$ cat config.mk
export PLATFORM = sky130hd
export DESIGN_NAME = gsm_septet_pack_unpack_top
export DESIGN_NICKNAME = d
export VERILOG_FILES = /design/src/hdl/gsmsp_pkg.sv /design/src/hdl/gsm_septet_pack_unpack_top.sv /design/src/hdl/gsmsp_front.sv /design/src/hdl/gsmsp_queue.sv /design/src/hdl/gsmsp_back.sv
export SDC_FILE = /design/constraint.sdc
export NUM_CORES = 1
export LEC_CHECK = 0
export CORE_AREA = 10 10 91 93
export CTS_CLUSTER_DIAMETER = 60
export DETAILED_ROUTE_END_ITERATION = 10
export DIE_AREA = 0 0 101 103
export DONT_BUFFER_PORTS = 1
export PLACE_DENSITY_LB_ADDON = 0.15
export SETUP_SLACK_MARGIN = 0.1
export SYNTH_ARGS = -nofsm -noshare
export SYNTH_HDL_FRONTEND = slang
export SYNTH_HIERARCHICAL = 1
export SYNTH_SLANG_ARGS = --single-unit
$ cat constraint.sdc
create_clock -name clock -period 4 [get_ports clock]
set_clock_uncertainty 0.05 [all_clocks]
set_input_delay 0.8 -clock clock [delete_from_list [all_inputs] [get_ports clock]]
set_output_delay 0.8 -clock clock [all_outputs]
set_load 0.01 [all_outputs]
$ cat src/hdl/gsmsp_pkg.sv
// Shared types and constants for the GSM septet packer and unpacker.
`timescale 1ns / 1ps

package gsmsp_pkg;

   // Mode register values.
   typedef enum logic {
      DIR_PACK   = 1'b0,
      DIR_UNPACK = 1'b1
   } dir_type;

   // Group position that ends a group of seven octets when unpacking.
   localparam logic [2:0] UnpackGroupEnd = 3'd7;

   // All results that one accepted item causes; the first is always in slot 0.
   typedef struct packed {
      logic [7:0] byte0;
      logic       last0;
      logic [7:0] byte1;
      logic       last1;
      logic       two;
   } entry_type;

   // Queue status seen by the input side and the back.
   typedef struct packed {
      logic valid;
      logic full;
   } qstat_type;

endpackage

$ cat src/hdl/gsm_septet_pack_unpack_top.sv
// Top level of the GSM 7-bit septet packer and unpacker.
`timescale 1ns / 1ps

//  Channel   Ports                                   Role
//  req       req_valid req_stall req_data_byte       byte in: character or octet,
//            req_last_in                             last_in marks the message end
//  rsp       rsp_valid rsp_stall rsp_out_byte        packed octet or septet out,
//            rsp_out_last                            out_last on the final result
//  csr       csr_write_en csr_write_data             mode: 0 packs, 1 unpacks
//
//  An item is accepted every cycle while the two-entry queue has room. An item
//  that yields two results (a pack flush, or the eighth septet of an unpack
//  group) shows them on the output one after the other. The first result of an
//  item passes through the queue and the output register before it is shown.
//  Reset is synchronous and clears the mode, the group position, the leftover
//  bits, the queue and the output valid flag. A stall on rsp holds the output
//  and fills the queue, which then raises req_stall.

module gsm_septet_pack_unpack_top
   import gsmsp_pkg::*;
(
   input  logic       clock,
   input  logic       reset,

   input  logic       req_valid,
   output logic       req_stall,
   input  logic [7:0] req_data_byte,
   input  logic       req_last_in,

   output logic       rsp_valid,
   input  logic       rsp_stall,
   output logic [7:0] rsp_out_byte,
   output logic       rsp_out_last,

   input  logic       csr_write_en,
   input  logic       csr_write_data
);

   dir_type   direction_ff;
   qstat_type q_status;
   entry_type front_entry;
   entry_type q_data;
   logic      front_push;
   logic      q_pop;
   logic      req_accept;

   // The mode register. The user must write it only while the block is idle; the block itself does not enforce this.
   always_ff @(posedge clock) begin
      if (reset) begin
         direction_ff <= DIR_PACK;
      end else if (csr_write_en) begin
         direction_ff <= dir_type'(csr_write_data);
      end
   end

   // The input side stalls only when the queue is full.
   assign req_stall  = q_status.full;
   assign req_accept = req_valid && !req_stall;

   // The front keeps the group state and turns each item into an entry that
   // carries all of its results (none, one or two).
   gsmsp_front u_front (
      .clock     (clock),
      .reset     (reset),
      .direction (direction_ff),
      .accept    (req_accept),
      .data_byte (req_data_byte),
      .last_in   (req_last_in),
      .push      (front_push),
      .entry     (front_entry)
   );

   gsmsp_queue u_queue (
      .clock     (clock),
      .reset     (reset),
      .push      (front_push),
      .push_data (front_entry),
      .pop       (q_pop),
      .pop_data  (q_data),
      .status    (q_status)
   );

   // The back holds the current entry in its output register and hands out its
   // results in order.
   gsmsp_back u_back (
      .clock        (clock),
      .reset        (reset),
      .q_status     (q_status),
      .q_data       (q_data),
      .pop          (q_pop),
      .rsp_valid    (rsp_valid),
      .rsp_stall    (rsp_stall),
      .rsp_out_byte (rsp_out_byte),
      .rsp_out_last (rsp_out_last)
   );

   // The front never writes into a full queue.
   a_no_overflow: assert property (@(posedge clock) disable iff (reset)
      front_push |-> !q_status.full)
      else $error("entry pushed into a full queue");

   // Reset leaves the output empty.
   a_reset_empty: assert property (@(posedge clock)
      $past(reset) |-> !rsp_valid)
      else $error("result shown right after reset");

   // An entry pushed into an empty pipeline reaches the output through the queue and the output register.
   a_latency: assert property (@(posedge clock) disable iff (reset)
      (front_push && !q_status.valid && !rsp_valid) |-> ##2 rsp_valid)
      else $error("result of an idle-time item did not arrive in two cycles");

endmodule

$ cat src/hdl/gsmsp_front.sv
// Front part: accepts items, keeps the group state and builds the result entry.
`timescale 1ns / 1ps

module gsmsp_front
   import gsmsp_pkg::*;
(
   input  logic       clock,
   input  logic       reset,
   input  dir_type    direction,
   input  logic       accept,
   input  logic [7:0] data_byte,
   input  logic       last_in,
   output logic       push,
   output entry_type  entry
);

   logic [2:0]  pos_ff, pos_in;
   logic [6:0]  left_ff, left_in;

   logic [6:0]  chr;
   logic [14:0] pk_shift;
   logic [7:0]  pk_out0;
   logic [6:0]  pk_left;
   logic [2:0]  pk_pos;

   logic [2:0]  up_pos;
   logic [14:0] up_shift;
   logic [7:0]  up_out0;
   logic [7:0]  up_rest;
   logic [2:0]  up_pos_next;

   always_comb begin
      // Pack: the new character fills the top of the octet above the leftover bits.
      chr      = data_byte[6:0];
      pk_shift = {chr, 8'h00} >> pos_ff;
      pk_out0  = pk_shift[7:0] | {1'b0, left_ff};
      pk_left  = (pos_ff == 3'd0) ? chr : (chr >> pos_ff);
      pk_pos   = pos_ff + 3'd1;

      // Unpack: a position left at seven by a mode change counts as zero.
      up_pos      = (pos_ff == UnpackGroupEnd) ? 3'd0 : pos_ff;
      up_shift    = {7'h00, data_byte} << up_pos;
      up_out0     = {1'b0, up_shift[6:0] | left_ff};
      up_rest     = data_byte >> (UnpackGroupEnd - up_pos);
      up_pos_next = up_pos + 3'd1;

      entry   = '0;
      push    = 1'b0;
      pos_in  = pos_ff;
      left_in = left_ff;

      if (direction == DIR_PACK) begin
         if (pos_ff != 3'd0) begin
            entry.byte0 = pk_out0;
            if (last_in && pk_pos != 3'd0) begin
               entry.byte1 = {1'b0, pk_left};
               entry.last1 = 1'b1;
               entry.two   = 1'b1;
            end else begin
               entry.last0 = last_in;
            end
            push = accept;
         end else if (last_in) begin
            // A last character at the start of a group is flushed on its own.
            entry.byte0 = {1'b0, pk_left};
            entry.last0 = 1'b1;
            push        = accept;
         end
         pos_in  = last_in ? 3'd0 : pk_pos;
         left_in = last_in ? 7'd0 : pk_left;
      end else begin
         entry.byte0 = up_out0;
         if (up_pos_next == UnpackGroupEnd) begin
            entry.byte1 = {1'b0, up_rest[6:0]};
            entry.last1 = last_in;
            entry.two   = 1'b1;
            pos_in      = 3'd0;
            left_in     = 7'd0;
         end else begin
            entry.last0 = last_in;
            pos_in      = last_in ? 3'd0 : up_pos_next;
            left_in     = last_in ? 7'd0 : up_rest[6:0];
         end
         push = accept;
      end
   end

   always_ff @(posedge clock) begin
      if (reset) begin
         pos_ff  <= 3'd0;
         left_ff <= 7'd0;
      end else if (accept) begin
         pos_ff  <= pos_in;
         left_ff <= left_in;
      end
   end

endmodule

$ cat src/hdl/gsmsp_queue.sv
// Two-entry queue of result entries between the front and the back.
`timescale 1ns / 1ps

module gsmsp_queue
   import gsmsp_pkg::*;
(
   input  logic      clock,
   input  logic      reset,
   input  logic      push,
   input  entry_type push_data,
   input  logic      pop,
   output entry_type pop_data,
   output qstat_type status
);

   entry_type  mem_ff [2];
   logic       wr_ptr_ff;
   logic       rd_ptr_ff;
   logic [1:0] count_ff;

   assign pop_data     = mem_ff[rd_ptr_ff];
   assign status.valid = (count_ff != 2'd0);
   assign status.full  = (count_ff == 2'd2);

   always_ff @(posedge clock) begin
      if (push) begin
         mem_ff[wr_ptr_ff] <= push_data;
      end
   end

   always_ff @(posedge clock) begin
      if (reset) begin
         wr_ptr_ff <= 1'b0;
         rd_ptr_ff <= 1'b0;
         count_ff  <= 2'd0;
      end else begin
         if (push) begin
            wr_ptr_ff <= ~wr_ptr_ff;
         end
         if (pop) begin
            rd_ptr_ff <= ~rd_ptr_ff;
         end
         if (push && !pop) begin
            count_ff <= count_ff + 2'd1;
         end else if (pop && !push) begin
            count_ff <= count_ff - 2'd1;
         end
      end
   end

endmodule

$ cat src/hdl/gsmsp_back.sv
// Back part: takes entries from the queue and hands out their results one at a time.
`timescale 1ns / 1ps

module gsmsp_back
   import gsmsp_pkg::*;
(
   input  logic       clock,
   input  logic       reset,
   input  qstat_type  q_status,
   input  entry_type  q_data,
   output logic       pop,
   output logic       rsp_valid,
   input  logic       rsp_stall,
   output logic [7:0] rsp_out_byte,
   output logic       rsp_out_last
);

   entry_type ent_ff, ent_in;
   logic      valid_ff, valid_in;
   logic      sel_ff, sel_in;
   logic      take;
   logic      done;

   always_comb begin
      take     = valid_ff && !rsp_stall;
      done     = !ent_ff.two || sel_ff;
      pop      = 1'b0;
      ent_in   = ent_ff;
      valid_in = valid_ff;
      sel_in   = sel_ff;
      if (!valid_ff || (take && done)) begin
         if (q_status.valid) begin
            pop      = 1'b1;
            ent_in   = q_data;
            valid_in = 1'b1;
            sel_in   = 1'b0;
         end else begin
            valid_in = 1'b0;
         end
      end else if (take) begin
         sel_in = 1'b1;
      end
   end

   always_ff @(posedge clock) begin
      if (reset) begin
         valid_ff <= 1'b0;
         sel_ff   <= 1'b0;
      end else begin
         valid_ff <= valid_in;
         sel_ff   <= sel_in;
      end
      ent_ff <= ent_in;
   end

   assign rsp_valid    = valid_ff;
   assign rsp_out_byte = sel_ff ? ent_ff.byte1 : ent_ff.byte0;
   assign rsp_out_last = sel_ff ? ent_ff.last1 : ent_ff.last0;

endmodule

Word-level counts from Yosys, hierarchy flattened
Memory sizes are Yosys's and may differ from the RTL's. A register that Yosys moved wholly into a read port is not among the register bits.
Cells that the tools add are included.

storage, ports and cells
  register bits after elaboration = 17
  RAM bits = 38
  input bits = 15
  logic and storage cells = 80
  memories = 1

memories
  name            words  bits a word  rd ports  clocked after memory_dff  wr ports  line               source
  u_queue.mem_ff  2      19           1         1                         1         gsmsp_queue.sv:16  entry_type mem_ff [2];

cells by class
  $add $sub $neg = 5
  equality and inequality tests = 4
  shift operators = 4
  muxes and demuxes = 32
  bitwise operators = 4
  reductions and logical operators = 22

operators with widths
  cell                   count
  $mux W9                4
  $mux W7                5
  $mux W19               1
  $mux W8                2
  $mux W3                5
  $shr A15 B3 Y8         1
  $mux W1                13
  $or A8 B7 Y8           1
  $shl A8 B3 Y7          1
  $shr A8 B3 Y7          1
  $or A7 B7 Y7           1
  $shr A7 B3 Y7          1
  $add A3 B1 Y3 const B  2
  $eq A3 B3 Y1 const B   2
  $logic_and A1 B1 Y1    6
  $logic_not A1 Y1       6
  $reduce_bool A2 Y1     3
  $reduce_bool A3 Y1     2
  $mux W2                2
  $reduce_and A2 Y1      2
  $logic_not A3 Y1       1
  $sub A3 B3 Y3 const A  1
  $add A2 B1 Y2 const B  1
  $eq A2 B2 Y1 const B   1
  4 further kinds        6

Longest topological paths before layout
  depth in word-level cells = 10
  mapped depth = 11

Modules after synthesis
The synthesis kept the hierarchy.

modules (own cells, without submodules)
  module                      instances  cells each  area each (µm²)  seq. area each (µm²)
  gsmsp_front                 1          221         1659.1           200.2
  gsmsp_queue                 1          81          1581.5           1241.2
  gsmsp_back                  1          40          809.5            610.6
  gsm_septet_pack_unpack_top  1          4           40.0             20.0

Least setup slack after synthesis
Ideal clock, no wire load.

  path kind = input-to-reg
  start = in req_valid
  end = mem u_queue/mem_ff[0][0] (netlist name) (enable)
  arrival time = 2711 ps
  data required time = 3553 ps
  setup slack = 842 ps
  stages on the path = 5
  buffers on the path = 2
  cells stage by stage = nor2b_1 -> clkbuf_1 -> clkbuf_1 -> nor2b_1 -> nor2b_1

between the ends
  word-level cells in the longest chain between the ends = 6

ends and longest elaborated chain
  what                               line                              source
  start: declaration                 gsm_septet_pack_unpack_top.sv:25  input logic req_valid,
  $logic_and A1 B1 Y1 (*)            gsm_septet_pack_unpack_top.sv:58  assign req_accept = req_valid && !req_stall;
  $mux W1                            gsmsp_front.sv:63                 end else if (last_in) begin
  $mux W1                            gsmsp_front.sv:53                 if (pos_ff != 3'd0) begin
  $mux W1 (*)                        gsmsp_front.sv:52                 if (direction == DIR_PACK) begin
  net front_push                     gsm_septet_pack_unpack_top.sv:43  logic front_push;
  $mux W1 (*)                        gsmsp_queue.sv:26                 if (push) begin
  $mux W1 (not written as such) (*)  gsmsp_queue.sv:27                 mem_ff[wr_ptr_ff] <= push_data;
  end: declaration                   gsmsp_queue.sv:16

The timed path passes the listed nets; every way through them passes the cells marked *.

==> flow_summary_export.csv <==
group,metric,value,unit
die,start_util,0.623,
die,row_count,30,
die,die_w,101,µm
drt,detail-route-antenna-nets,0,
flow_run,cap_violations,0,
clocking,post_cts_buffers,0,
grt,grt_pass1_wl,14800,µm
hold_path,hold_path_class,"reg2reg",
die,core-area,0.00657,mm²
drt,drt-total-wl,9320,µm
setup_path,cp_common_cell,"ha_1",
synth,synth_commonest_cells,"edfxtp_1, mux2_2, nor2_1",
timing,fin_hold_ws,446,ps
grt,grt_overflow_total,0,
clocking,clk_pin_slew,90,ps
drt,viasPerCell,6.52,
synth,syn_nets,367,
setup_path,critPathLaunchType,"register",
clocking,ctsHoldBuffers,0,
synth,synthAdderAreaFrac,0.0184,
placed_design,dp_hpwl,6550,µm
synth,synth_top_family_by_area,"multiplexers",
clocking,cts_tree,"yes",
synth,synth.most_common_cell,"edfxtp_1",
clocking,cts_resized,0,
synth,ys_types,61,
synth,yosys_warnings,6,
placed_design,gp_congestion,0.997,
clocking,cts-buffers-inserted,9,
synth,avgSynthCellArea,11.8,µm²
die,die_area,0.0104,mm²
synth,synth_simple_gate_area_share,0.123,
synth,synth-xor-area-share,0.0107,
timing,setup_tns,0,ps
timing,final-setup-viol-count,0,
power_and_ir_drop,total_power,0.00239,W
layout,area_delta_synth_final,4.80,%
setup_path,cp_max_fo,12,
clocking,cts.sinks,75,
placed_design,port_buffers,0,
setup_path,path_buf_inv,0,
setup_path,path_delay_family,"multiplexers",
grt,met1_usage,0.242,
layout,drive_gt1_frac,0.221,
timing,rsz0062_at_grt,"no",
setup_path,criticalPathCategory,"reg2reg",
timing,fin_crit_sh,0.783,
power_and_ir_drop,vdd_drop_max,0.380,mV
clocking,h-tree-depth,3,
synth,synth_area_leaders,"edfxtp_1, dfxtp_1, mux2_2",
timing,worstMarginPinSlew,897,ps
grt,grt_max_degree,22,
layout,num_antenna_cells,0,
synth,synth-compound-area-share,0.128,
synth,synth_top_area_frac,0.418,
setup_path,crit_path_top_delay_cell,"dfxtp_1",
synth,synth_top_cell_by_area,"edfxtp_1",
synth,syn_area,0.00409,mm²
grt,grtUsageMet3,0.0529,
synth,synthFlopType,"edfxtp_1",
setup_path,max_stage_delay,620,ps
synth,synth_seq_area_share,0.507,
die,top_level_ports,26,
layout,design_area,0.00429,mm²
layout,fin_nets,360,
synth,synth-seq-cells,75,
clocking,clockBufferDepth,2,
grt,grt_util_met2,0.286,
setup_path,end_kind,"register",
drt,avgRoutedWirePerCell,22.0,µm
drt,drtIter0Drc,280,
die,die_y,103,µm
drt,vias,2766,
clocking,root_buffer,"clkbuf_8",
timing,hold_viol,0,
timing,final.min_clock_period,3130,ps
grt,grt_pass1_vias,2684,
synth,async_flop_share,0,
grt,grtUsageTotal,0.187,
timing,max_freq,319,MHz
setup_path,cp.arrival,3170,ps
power_and_ir_drop,p_leak,1.53,nW
outcome,status,"complete, no violations",
power_and_ir_drop,power_density,557,mW/mm²
setup_path,required,4040,ps
placed_design,detailed_place.area,0.00410,mm²
synth,syn_inst,346,
synth,synth-edff-count,57,
grt,grt-busiest-layer,"met2",
drt,drc,0,
clocking,clkLatencyLatePin,350,ps
synth,synth_mux_area_frac,0.164,
setup_path,path_cells,"ha_1 > ha_1 > nand2b_1 > mux4_2 > mux2i_1 > o22ai_1",
timing,max_slew_margin,0.401,
grt,antenna_found_initial,0,
drt,dr.pass1.iters,5,
timing,report.final.slew_viol_count,0,
[logic make-up after synthesis]
logic type      after synthesis
simple gates                 94
flops                        75
compound gates               74
mux                          54
buf+inv                      37
fa+ha+maj                     6
xor+xnor                      5
other cells                   1
[worst reg2reg max path, delay by kind of cell (launching register included)]
kind	cells	cell delay, ps
mux	2	860
compound gates	1	150
flops	1	620
simple gates	1	520
fa+ha+maj	2	660
[sequential cells by signal, indices dropped and copies added, names as in the netlist, named ones only]
signal and count:
u_back/sel_ff 1, u_front/left_ff 7, u_queue/wr_ptr_ff 1, u_front/pos_ff 3, u_queue/count_ff 2, u_queue/rd_ptr_ff 1, u_queue/mem_ff 38, u_back/ent_ff 19
u_back/rsp_valid 1, direction_ff 1
[worst paths after layout]
| path | endpoint | startpoint | cells after the start | slack [ps] |
|---|---|---|---|---|
| max | u_queue/mem_ff[0][2]$_DFFE_PP_ | u_front/pos_ff[1]$_SDFFE_PP0P_ | 6 | 870 |
| min | u_queue/count_ff[1]$_SDFFE_PP0P_ | u_queue/count_ff[1]$_SDFFE_PP0P_ | 2 | 450 |
| max reg2reg | u_queue/mem_ff[0][2]$_DFFE_PP_ | u_front/pos_ff[1]$_SDFFE_PP0P_ | 6 | 870 |
| min reg2reg | u_queue/count_ff[1]$_SDFFE_PP0P_ | u_queue/count_ff[1]$_SDFFE_PP0P_ | 2 | 450 |
[metrics by stage]
step	setup WS, ps	utilization	std cells
after floorplan	842	-	346
after global placement	952	0.624	408
after detailed placement	916	0.624	408
after CTS	912	0.653	424
after global routing	704	0.653	424
final	867	0.653	424
[power breakdown]
part,internal (W),switching (W),total [W],leakage [nW]
registers,0.00108,0.0000963,0.00118,0.687
logic,0.000307,0.000356,0.000662,0.747
clock network,0.000241,0.000309,0.000550,0.0947
[routing by layer]
metal  share of wire  vias to the layer above  routed length (µm)
met5               0                        -                   0
met4           0.029                        0                 269
met3           0.069                       24                 647
met2            0.47                      124                4370
met1            0.43                     1336                4040
li1                -                     1282                   -
[area by class of cell]
type | count | area, µm²
fillers | 488 | 2280
well taps | 80 | 100
clock inverters | 7 | 65.1
repair buffers | 9 | 67.6
multi-input cells | 234 | 1820
flip-flops and latches | 75 | 2070
clock buffers | 9 | 124
inverters | 10 | 37.5
[placed cells by master (no fill, tap or decap), types with 5 or more instances in the layout]
master and instances:
edfxtp_1 57, mux2_2 24, nor2_1 23, nand2_1 22, dfxtp_1 18, mux2i_1 16
o21ai_0 14, a21oi_1 12, nor2b_1 10, mux2_4 10, clkbuf_8 9, buf_4 9
inv_1 8, nand2b_1 8, nand3_1 6, ha_1 6, nor3_1 5, a211oi_1 5
a31oi_1 5
No activity file was read; power rests on OpenSTA's default activity.
